File: src/rtl/core/scancode_to_ascii_decoder_defines.svh
// Assertion macros used by the decoder RTL.
`ifndef SCANCODE_TO_ASCII_DECODER_DEFINES_SVH
`define SCANCODE_TO_ASCII_DECODER_DEFINES_SVH

// Same-cycle implication, checked on every rising clock edge outside reset.
`define SCDEC_ASSERT_NOW(label, ante, cons, msg) \
   label: assert property (@(posedge clock) disable iff (reset) (ante) |-> (cons)) \
      else $error(msg);

// Next-cycle implication, checked on every rising clock edge outside reset.
`define SCDEC_ASSERT_NEXT(label, ante, cons, msg) \
   label: assert property (@(posedge clock) disable iff (reset) (ante) |=> (cons)) \
      else $error(msg);

`endif

File: src/rtl/core/scdec_pkg.sv
package scdec_pkg;

   localparam int unsigned KeyCount = 90;

   localparam logic [6:0] CODE_CTRL   = 7'd29;
   localparam logic [6:0] CODE_LSHIFT = 7'd42;
   localparam logic [6:0] CODE_RSHIFT = 7'd54;
   localparam logic [6:0] CODE_CAPS   = 7'd58;
   localparam logic [6:0] CHAR_CTRL_C = 7'h03;
   localparam logic [6:0] CHAR_LOWER_C = 7'h63;
   localparam logic [6:0] CHAR_UPPER_A = 7'h41;
   localparam logic [6:0] CHAR_UPPER_Z = 7'h5A;

   typedef logic [6:0] char_type;

   typedef struct packed {
      logic ctrl_held;
      logic shift_held;
      logic caps_on;
   } flags_type;

   typedef struct packed {
      logic      emit;
      char_type  ascii_char;
      flags_type flags;
   } decode_type;

   localparam char_type PLAIN_TAB [KeyCount] = '{
      7'h00, 7'h1B, 7'h31, 7'h32, 7'h33, 7'h34, 7'h35, 7'h36, 7'h37, 7'h38,
      7'h39, 7'h30, 7'h2D, 7'h3D, 7'h08, 7'h09, 7'h71, 7'h77, 7'h65, 7'h72,
      7'h74, 7'h79, 7'h75, 7'h69, 7'h6F, 7'h70, 7'h5B, 7'h5D, 7'h0A, 7'h00,
      7'h61, 7'h73, 7'h64, 7'h66, 7'h67, 7'h68, 7'h6A, 7'h6B, 7'h6C, 7'h3B,
      7'h27, 7'h60, 7'h00, 7'h5C, 7'h7A, 7'h78, 7'h63, 7'h76, 7'h62, 7'h6E,
      7'h6D, 7'h2C, 7'h2E, 7'h2F, 7'h00, 7'h2A, 7'h00, 7'h20, 7'h00, 7'h00,
      7'h00, 7'h00, 7'h00, 7'h00, 7'h00, 7'h00, 7'h00, 7'h00, 7'h00, 7'h00,
      7'h00, 7'h00, 7'h00, 7'h00, 7'h2D, 7'h00, 7'h00, 7'h00, 7'h2B, 7'h00,
      7'h00, 7'h00, 7'h00, 7'h00, 7'h00, 7'h00, 7'h00, 7'h00, 7'h00, 7'h00
   };

   localparam char_type SHIFT_TAB [KeyCount] = '{
      7'h00, 7'h1B, 7'h21, 7'h40, 7'h23, 7'h24, 7'h25, 7'h5E, 7'h26, 7'h2A,
      7'h28, 7'h29, 7'h5F, 7'h2B, 7'h08, 7'h09, 7'h51, 7'h57, 7'h45, 7'h52,
      7'h54, 7'h59, 7'h55, 7'h49, 7'h4F, 7'h50, 7'h7B, 7'h7D, 7'h0A, 7'h00,
      7'h41, 7'h53, 7'h44, 7'h46, 7'h47, 7'h48, 7'h4A, 7'h4B, 7'h4C, 7'h3A,
      7'h22, 7'h7E, 7'h00, 7'h7C, 7'h5A, 7'h58, 7'h43, 7'h56, 7'h42, 7'h4E,
      7'h4D, 7'h3C, 7'h3E, 7'h3F, 7'h00, 7'h2A, 7'h00, 7'h20, 7'h00, 7'h00,
      7'h00, 7'h00, 7'h00, 7'h00, 7'h00, 7'h00, 7'h00, 7'h00, 7'h00, 7'h00,
      7'h00, 7'h00, 7'h00, 7'h00, 7'h2D, 7'h00, 7'h00, 7'h00, 7'h2B, 7'h00,
      7'h00, 7'h00, 7'h00, 7'h00, 7'h00, 7'h00, 7'h00, 7'h00, 7'h00, 7'h00
   };

   function automatic char_type plain_lookup(input logic [6:0] code);
      plain_lookup = (32'(code) < KeyCount) ? PLAIN_TAB[code] : '0;
   endfunction

   function automatic char_type shift_lookup(input logic [6:0] code);
      shift_lookup = (32'(code) < KeyCount) ? SHIFT_TAB[code] : '0;
   endfunction

endpackage

File: src/rtl/core/scdec_decode.sv
module scdec_decode (
   input  logic [7:0]            scan_byte,
   input  scdec_pkg::flags_type  flags,
   output scdec_pkg::decode_type result
);
   import scdec_pkg::*;

   logic [6:0] code;
   char_type   plain_char;
   char_type   shift_char;
   logic       letter;
   logic       is_shift_key;

   assign code         = scan_byte[6:0];
   assign plain_char   = plain_lookup(code);
   assign shift_char   = shift_lookup(code);
   assign letter       = (shift_char >= CHAR_UPPER_A) && (shift_char <= CHAR_UPPER_Z);
   assign is_shift_key = (code == CODE_LSHIFT) || (code == CODE_RSHIFT);

   always_comb begin
      result.emit       = 1'b0;
      result.ascii_char = '0;
      result.flags      = flags;
      if (scan_byte[7]) begin
         priority if (code == CODE_CTRL) begin
            result.flags.ctrl_held = 1'b0;
         end else if (is_shift_key) begin
            result.flags.shift_held = 1'b0;
         end else begin
            result.flags.caps_on = flags.caps_on ^ (code == CODE_CAPS);
         end
      end else begin
         priority if (flags.ctrl_held) begin
            result.emit       = (plain_char == CHAR_LOWER_C);
            result.ascii_char = CHAR_CTRL_C;
         end else if (flags.shift_held || (flags.caps_on && letter)) begin
            result.emit       = (shift_char != '0);
            result.ascii_char = (flags.caps_on && flags.shift_held && letter) ?
                                plain_char : shift_char;
         end else if (plain_char != '0) begin
            result.emit       = 1'b1;
            result.ascii_char = plain_char;
         end else if (code == CODE_CTRL) begin
            result.flags.ctrl_held = 1'b1;
         end else begin
            result.flags.shift_held = flags.shift_held | is_shift_key;
         end
      end
   end

endmodule

File: src/rtl/core/scancode_to_ascii_decoder.sv
// Keyboard scancode (set 1) to ASCII decoder.
// The request channel (req_valid, req_stall, req_scan_byte) carries one
// scancode byte per transaction; bit 7 set marks a key release.
// The response channel (rsp_valid, rsp_stall, rsp_ascii_char) carries one
// ASCII character per transaction; control-C appears as 3.
// Releases and modifier presses update the control, shift and caps lock
// flags and produce no response; other presses produce zero or one.
// A byte is registered on acceptance, decoded through the two constant
// key tables in the following cycle, and its character is registered;
// a stalled receiver can hold the byte in the input register first.
// One request is accepted every cycle while the response side keeps up.
// When the receiver stalls, the response register holds its character
// and the input register holds a byte that would produce another one;
// req_stall rises only then. Bytes that produce nothing keep flowing.
// Synchronous reset clears all three flags and both valid bits.
module scancode_to_ascii_decoder (
   input  logic       clock,
   input  logic       reset,
   input  logic       req_valid,
   output logic       req_stall,
   input  logic [7:0] req_scan_byte,
   output logic       rsp_valid,
   input  logic       rsp_stall,
   output logic [6:0] rsp_ascii_char
);
   import scdec_pkg::*;

   logic       s1_valid_ff, s1_valid_in;
   logic [7:0] s1_byte_ff, s1_byte_in;
   flags_type  flags_ff, flags_in;
   logic       out_valid_ff, out_valid_in;
   char_type   out_char_ff, out_char_in;

   decode_type dec;
   logic       out_free;
   logic       s1_advance;

   scdec_decode u_decode (
      .scan_byte (s1_byte_ff),
      .flags     (flags_ff),
      .result    (dec)
   );

   assign out_free   = ~out_valid_ff | ~rsp_stall;
   assign s1_advance = s1_valid_ff & (~dec.emit | out_free);
   assign req_stall  = s1_valid_ff & ~s1_advance;

   always_comb begin
      s1_valid_in  = s1_valid_ff;
      s1_byte_in   = s1_byte_ff;
      flags_in     = flags_ff;
      out_valid_in = out_valid_ff & rsp_stall;
      out_char_in  = out_char_ff;
      if (s1_advance) begin
         flags_in    = dec.flags;
         s1_valid_in = 1'b0;
         if (dec.emit) begin
            out_valid_in = 1'b1;
            out_char_in  = dec.ascii_char;
         end
      end
      if (!req_stall) begin
         s1_valid_in = req_valid;
         s1_byte_in  = req_scan_byte;
      end
   end

   always_ff @(posedge clock) begin
      if (reset) begin
         s1_valid_ff  <= 1'b0;
         flags_ff     <= '0;
         out_valid_ff <= 1'b0;
      end else begin
         s1_valid_ff  <= s1_valid_in;
         flags_ff     <= flags_in;
         out_valid_ff <= out_valid_in;
      end
      s1_byte_ff  <= s1_byte_in;
      out_char_ff <= out_char_in;
   end

   assign rsp_valid      = out_valid_ff;
   assign rsp_ascii_char = out_char_ff;

`include "scancode_to_ascii_decoder_defines.svh"

   `SCDEC_ASSERT_NOW(a_release_silent, s1_valid_ff && s1_byte_ff[7], !dec.emit, "release emitted a character")
   `SCDEC_ASSERT_NOW(a_ctrl_gives_etx, s1_valid_ff && flags_ff.ctrl_held && dec.emit, dec.ascii_char == CHAR_CTRL_C, "control press gave a character other than 3")
   `SCDEC_ASSERT_NOW(a_stall_cause, req_stall, out_valid_ff && rsp_stall && dec.emit, "request stalled without a blocked response")
   `SCDEC_ASSERT_NEXT(a_emit_lands, s1_advance && dec.emit, out_valid_ff && out_char_ff != '0, "decoded character did not reach the response register")

endmodule

File: config.mk
export PLATFORM = sky130hd
export DESIGN_NAME = scancode_to_ascii_decoder
export DESIGN_NICKNAME = d
export VERILOG_FILES = /design/src/rtl/core/scdec_pkg.sv /design/src/rtl/core/scdec_decode.sv /design/src/rtl/core/scancode_to_ascii_decoder.sv
export VERILOG_INCLUDE_DIRS = /design/src /design/src/rtl/core
export SDC_FILE = /design/constraint.sdc
export NUM_CORES = 1
export LEC_CHECK = 0
export BUFFER_PORTS_ARGS = -buffer_cell sky130_fd_sc_hd__buf_2
export CAP_MARGIN = 15
export CORE_MARGIN = 5
export CORE_UTILIZATION = 30
export CTS_CLUSTER_DIAMETER = 40
export DETAILED_ROUTE_END_ITERATION = 16
export PLACE_DENSITY = 0.55
export SLEW_MARGIN = 20
export SYNTH_ARGS = -nofsm -noshare
export SYNTH_HDL_FRONTEND = slang
export SYNTH_SLANG_ARGS = --single-unit
File: constraint.sdc
create_clock -name clock -period 4.7 [get_ports clock]
set_input_delay 0.705 -clock clock [delete_from_list [all_inputs] [get_ports clock]]
set_output_delay 0.705 -clock clock [all_outputs]
set_load 0.1 [all_outputs]
==> reports/metrics.sh <==
HPWLAFTERDP_MICRONS=5540
HOLD_VIOLATIONS=0
CTS-ROOT-TO-SINK-BUFFERS=2
FP-ROW-COUNT=33
MEAN_POST_SYNTH_CELL_AREA_SQ_UM=8.36
GRT_USE_TOTAL_PCT=14.6
POST_SYNTH_MOST_FREQUENT_CELLS='sky130_fd_sc_hd__nor2_1, sky130_fd_sc_hd__nand2_1, sky130_fd_sc_hd__edfxtp_1'
R2R_CELLS=10
CRIT_PATH_MAX_FANOUT=9
OUTCOME='completed'
WL_MET3_MICRONS=535
YS_DOMINANT_REG_CELL='sky130_fd_sc_hd__edfxtp_1'
MAXCAPVIOLCOUNT=0
MULTI_INPUT_COMB_AREA_SQ_UM=1790
SETUP.WORST_PATH.END_CLASS='output port'
INITIAL_CORE_UTIL_PCT=31.1
DRT_ITER0_MARKERS=291
SYNTH-EDFF-COUNT=15
CRITICAL_PATH.SLOWEST_CELL='sky130_fd_sc_hd__mux4_2'
WORST_EP_REQUIRED_TIME_PS=3990
SLEW_HEADROOM_PCT=41.6
CRITICAL_PATH_BUF_INV_COUNT=3
TIMING.HOLD.WORST.START='rsp_valid'
ROUTABILITYCONGESTION=0.975
CLK_ROOT_BUFFER_CELL='sky130_fd_sc_hd__clkbuf_8'
SYNTH.TOP_CELLS.BY_AREA='sky130_fd_sc_hd__edfxtp_1, sky130_fd_sc_hd__ha_1, sky130_fd_sc_hd__dfxtp_1'
ANTENNA_FOUND_INITIAL=0
PLACEABLECOREAREA_SQ_UM=8260
CTS.REPORTEDPATHS.CLKPINSLEW_PS=80
WL_MET2_MICRONS=3430
DIEAREA_SQ_UM=10500
FINISH.NET_COUNT=341
YOSYSTOPAREACELLSHARE_PCT=17.5
CRITICAL_PATH.REG2REG.ENDPOINT='s1_byte_ff[3]'
DETAIL_ROUTE.WL_PER_CELL_MICRONS=17.9
GLOBAL_ROUTE.OVERFLOW_TOTAL=0
GRT_START_MAX_NET_PINS=45
FLOW.AREA_GROWTH_FROM_SYNTHESIS_PCT=9.45
YOSYS_WARNINGS=0
CRITICAL_PATH.STARTPOINT_TYPE='flip-flop'
REG2REG_SLACK_PS=970
NUMBER_OF_GLOBAL_ROUTE_VIAS_BEFORE_REPAIR=2301
VIA_COUNT_NORMALIZED_BY_INSTANCE_COUNT=5.91
CTS_RESIZED=0
ACHIEVABLE-FREQUENCY_MHz=232
POST_SYNTH_ARST_SHARE_PCT=0
POWER_PER_CELL_AREA_nW_PER_UM2=213
DRIVE_ABOVE_1_SHARE_PCT=18.2
WORSTHOLDENDPOINT='rsp_valid'
HIGHEST_METAL_USED='met4'
FIN_CRIT_PS=4300
SYNTH.LARGEST_AREA_CELL='sky130_fd_sc_hd__edfxtp_1'
FILLER_CELL_COUNT=866
HOLD_FIX_BUFFERS_AT_CTS=0
DIODES=0
MIN_PERIOD_OVER_PERIOD_PCT=91.6
CTSHTREEMAXLEVEL=1
WORST_HOLD_PATH.NUM_CELLS=2
DIEWIDTH_MICRONS=103
TIMING.CLOCK.SKEW_PS=6.30
WORSTSETUPPATHDEPTH=11
PATH_CELLS='inv_1, ha_1, inv_1, mux4_2, o311a_1, a22oi_1, nand4_2, nor4_1, o31a_1, nor2_2, buf_12'
SYNTHESIS.INSTANCES=307
CP.ARRIVAL_PS=3600
WORST_IR_DROP_VDD_mV=0.151
TIMING_MAX_TRANSITION_VIOLATIONS_FINAL=0
POWER_LEAKAGE_nW=1.03
TIMING.HOLD.WS_PS=517
MAX_STAGE_DELAY_PS=480
POST-SYNTH-TOP-COUNT-CELL='sky130_fd_sc_hd__nor2_1'
FINAL-SETUP-VIOL-COUNT=0
FINAL.SETUP.TNS_PS=0
AREA.SEQUENTIAL_SQ_UM=551
DRTANTENNAVIOLNETS=0
SYNTHESIS.NETS=333
YS_SEQ_AREA_SHARE_PCT=21.4
GRT_FIRST_PASS_WIRELENGTH_MICRONS=12100
FINALWIRELENGTH_MICRONS=7500
CP_COMMON_CELL='sky130_fd_sc_hd__inv_1'
MIN-DELAY-PATH-CLASS='reg -> reg'
CLOCK_SINKS=20
DR.PASS1.ITERS=5
PORT_BUFFERS=20
WORSTREG2REGSTART='s1_byte_ff[1]'
POST_SYNTH_NUM_CELL_TYPES=73
DETAILROUTE.VIA_COUNT=2478
SETUP.WORST_PATH.START='s1_byte_ff[1]'
WL_MET1_MICRONS=3370
WORST-SETUP-PATH-TYPE='reg -> out'
CLOCK_LATENCY_PS=270
FLOORPLAN.IO_PINS=21
PATH_DELAY_FAMILY='compound AO/OA/AOI/OAI gates'
SETUP_BUFS_POST_CTS=0
CTS_TREE='yes'
CHIP_HEIGHT_MICRONS=103
WORSTMARGINPINSLEW_PS=876
GRT_SETUP_UNREPAIRED='false'
NUMBER_OF_REMAINING_DRC_ERRORS=0
NUMCTSBUFFERS=3
SYN-CELL-AREA_SQ_UM=2570
POSTSYNTHREGISTERBITS=20
[worst max path at each step]
stage	to	slack (ps)
after detailed placement	req_stall	740
after floorplan	req_stall	350
after global placement	req_stall	840
after global routing	req_stall	260
final	req_stall	400
after CTS	req_stall	420
[metrics by stage]
step                      setup WS [ps]  utilization (%)  area [sq um]  power [mW]  cells
after CTS                           423             34.0          2810       0.597    419
final                               396             34.0          2810       0.598    419
after detailed placement            736             33.2          2740       0.418    415
after global routing                264             34.0          2810       0.629    419
after global placement              836             33.2          2740       0.418    415
after floorplan                     349                -          2570       0.372    307
[layout make-up]
cell class              instances  area share [%]
multi-input cells             244            63.5
clock inverters                 1            1.07
well taps                     105            4.67
repair buffers                 29            7.39
flip-flops and latches         20            19.6
inverters                      17            2.27
clock buffers                   3            1.47
[cell usage in the layout (no fill, tap or decap), types with 12 or more instances in the layout]
master	instances
sky130_fd_sc_hd__ha_1	14
sky130_fd_sc_hd__nand2_1	16
sky130_fd_sc_hd__o21ai_0	12
sky130_fd_sc_hd__inv_1	13
sky130_fd_sc_hd__nor3_1	12
sky130_fd_sc_hd__edfxtp_1	15
sky130_fd_sc_hd__a21oi_1	12
sky130_fd_sc_hd__nor2_1	16
sky130_fd_sc_hd__buf_2	19
[flip-flops by register name (all words and copies together), names as in the netlist]
signal	flops
rsp_valid	1
rsp_ascii_char	7
s1_byte_ff	8
s1_valid_ff	1
flags_ff	3
[where the power goes]
group | total (mW) | internal [mW] | switching [mW] | leakage, nW
Combinational | 0.207 | 0.0767 | 0.130 | 0.801
Sequential | 0.212 | 0.197 | 0.0145 | 0.192
Clock | 0.180 | 0.114 | 0.0661 | 0.0357
[cell families after synthesis]
family,synth area share (%)
and+or+nand+nor,24.7
AOI/OAI and AO/OA,29.4
buffers and inverters,9.11
DFF,21.4
muxes,7.85
adders and majority gates,6.82
xor gates and xnor gates,0.682
[layer usage]
metal / track usage, % / vias up
met5: 0 / -
met4: 4.14 / 0
met3: 2.03 / 18
met2: 24.2 / 131
met1: 19.8 / 1143
li1: - / 1186
[worst register-to-register path, delay by kind of cell, from the launching register on]
kind / cells / cell delay (ps)
AOI/OAI and AO/OA: 3 / 780
adders and majority gates: 1 / 420
buffers and inverters: 2 / 340
DFF: 1 / 420
muxes: 1 / 480
and+or+nand+nor: 3 / 970
Note: power is estimated with default switching activity, not from simulation.
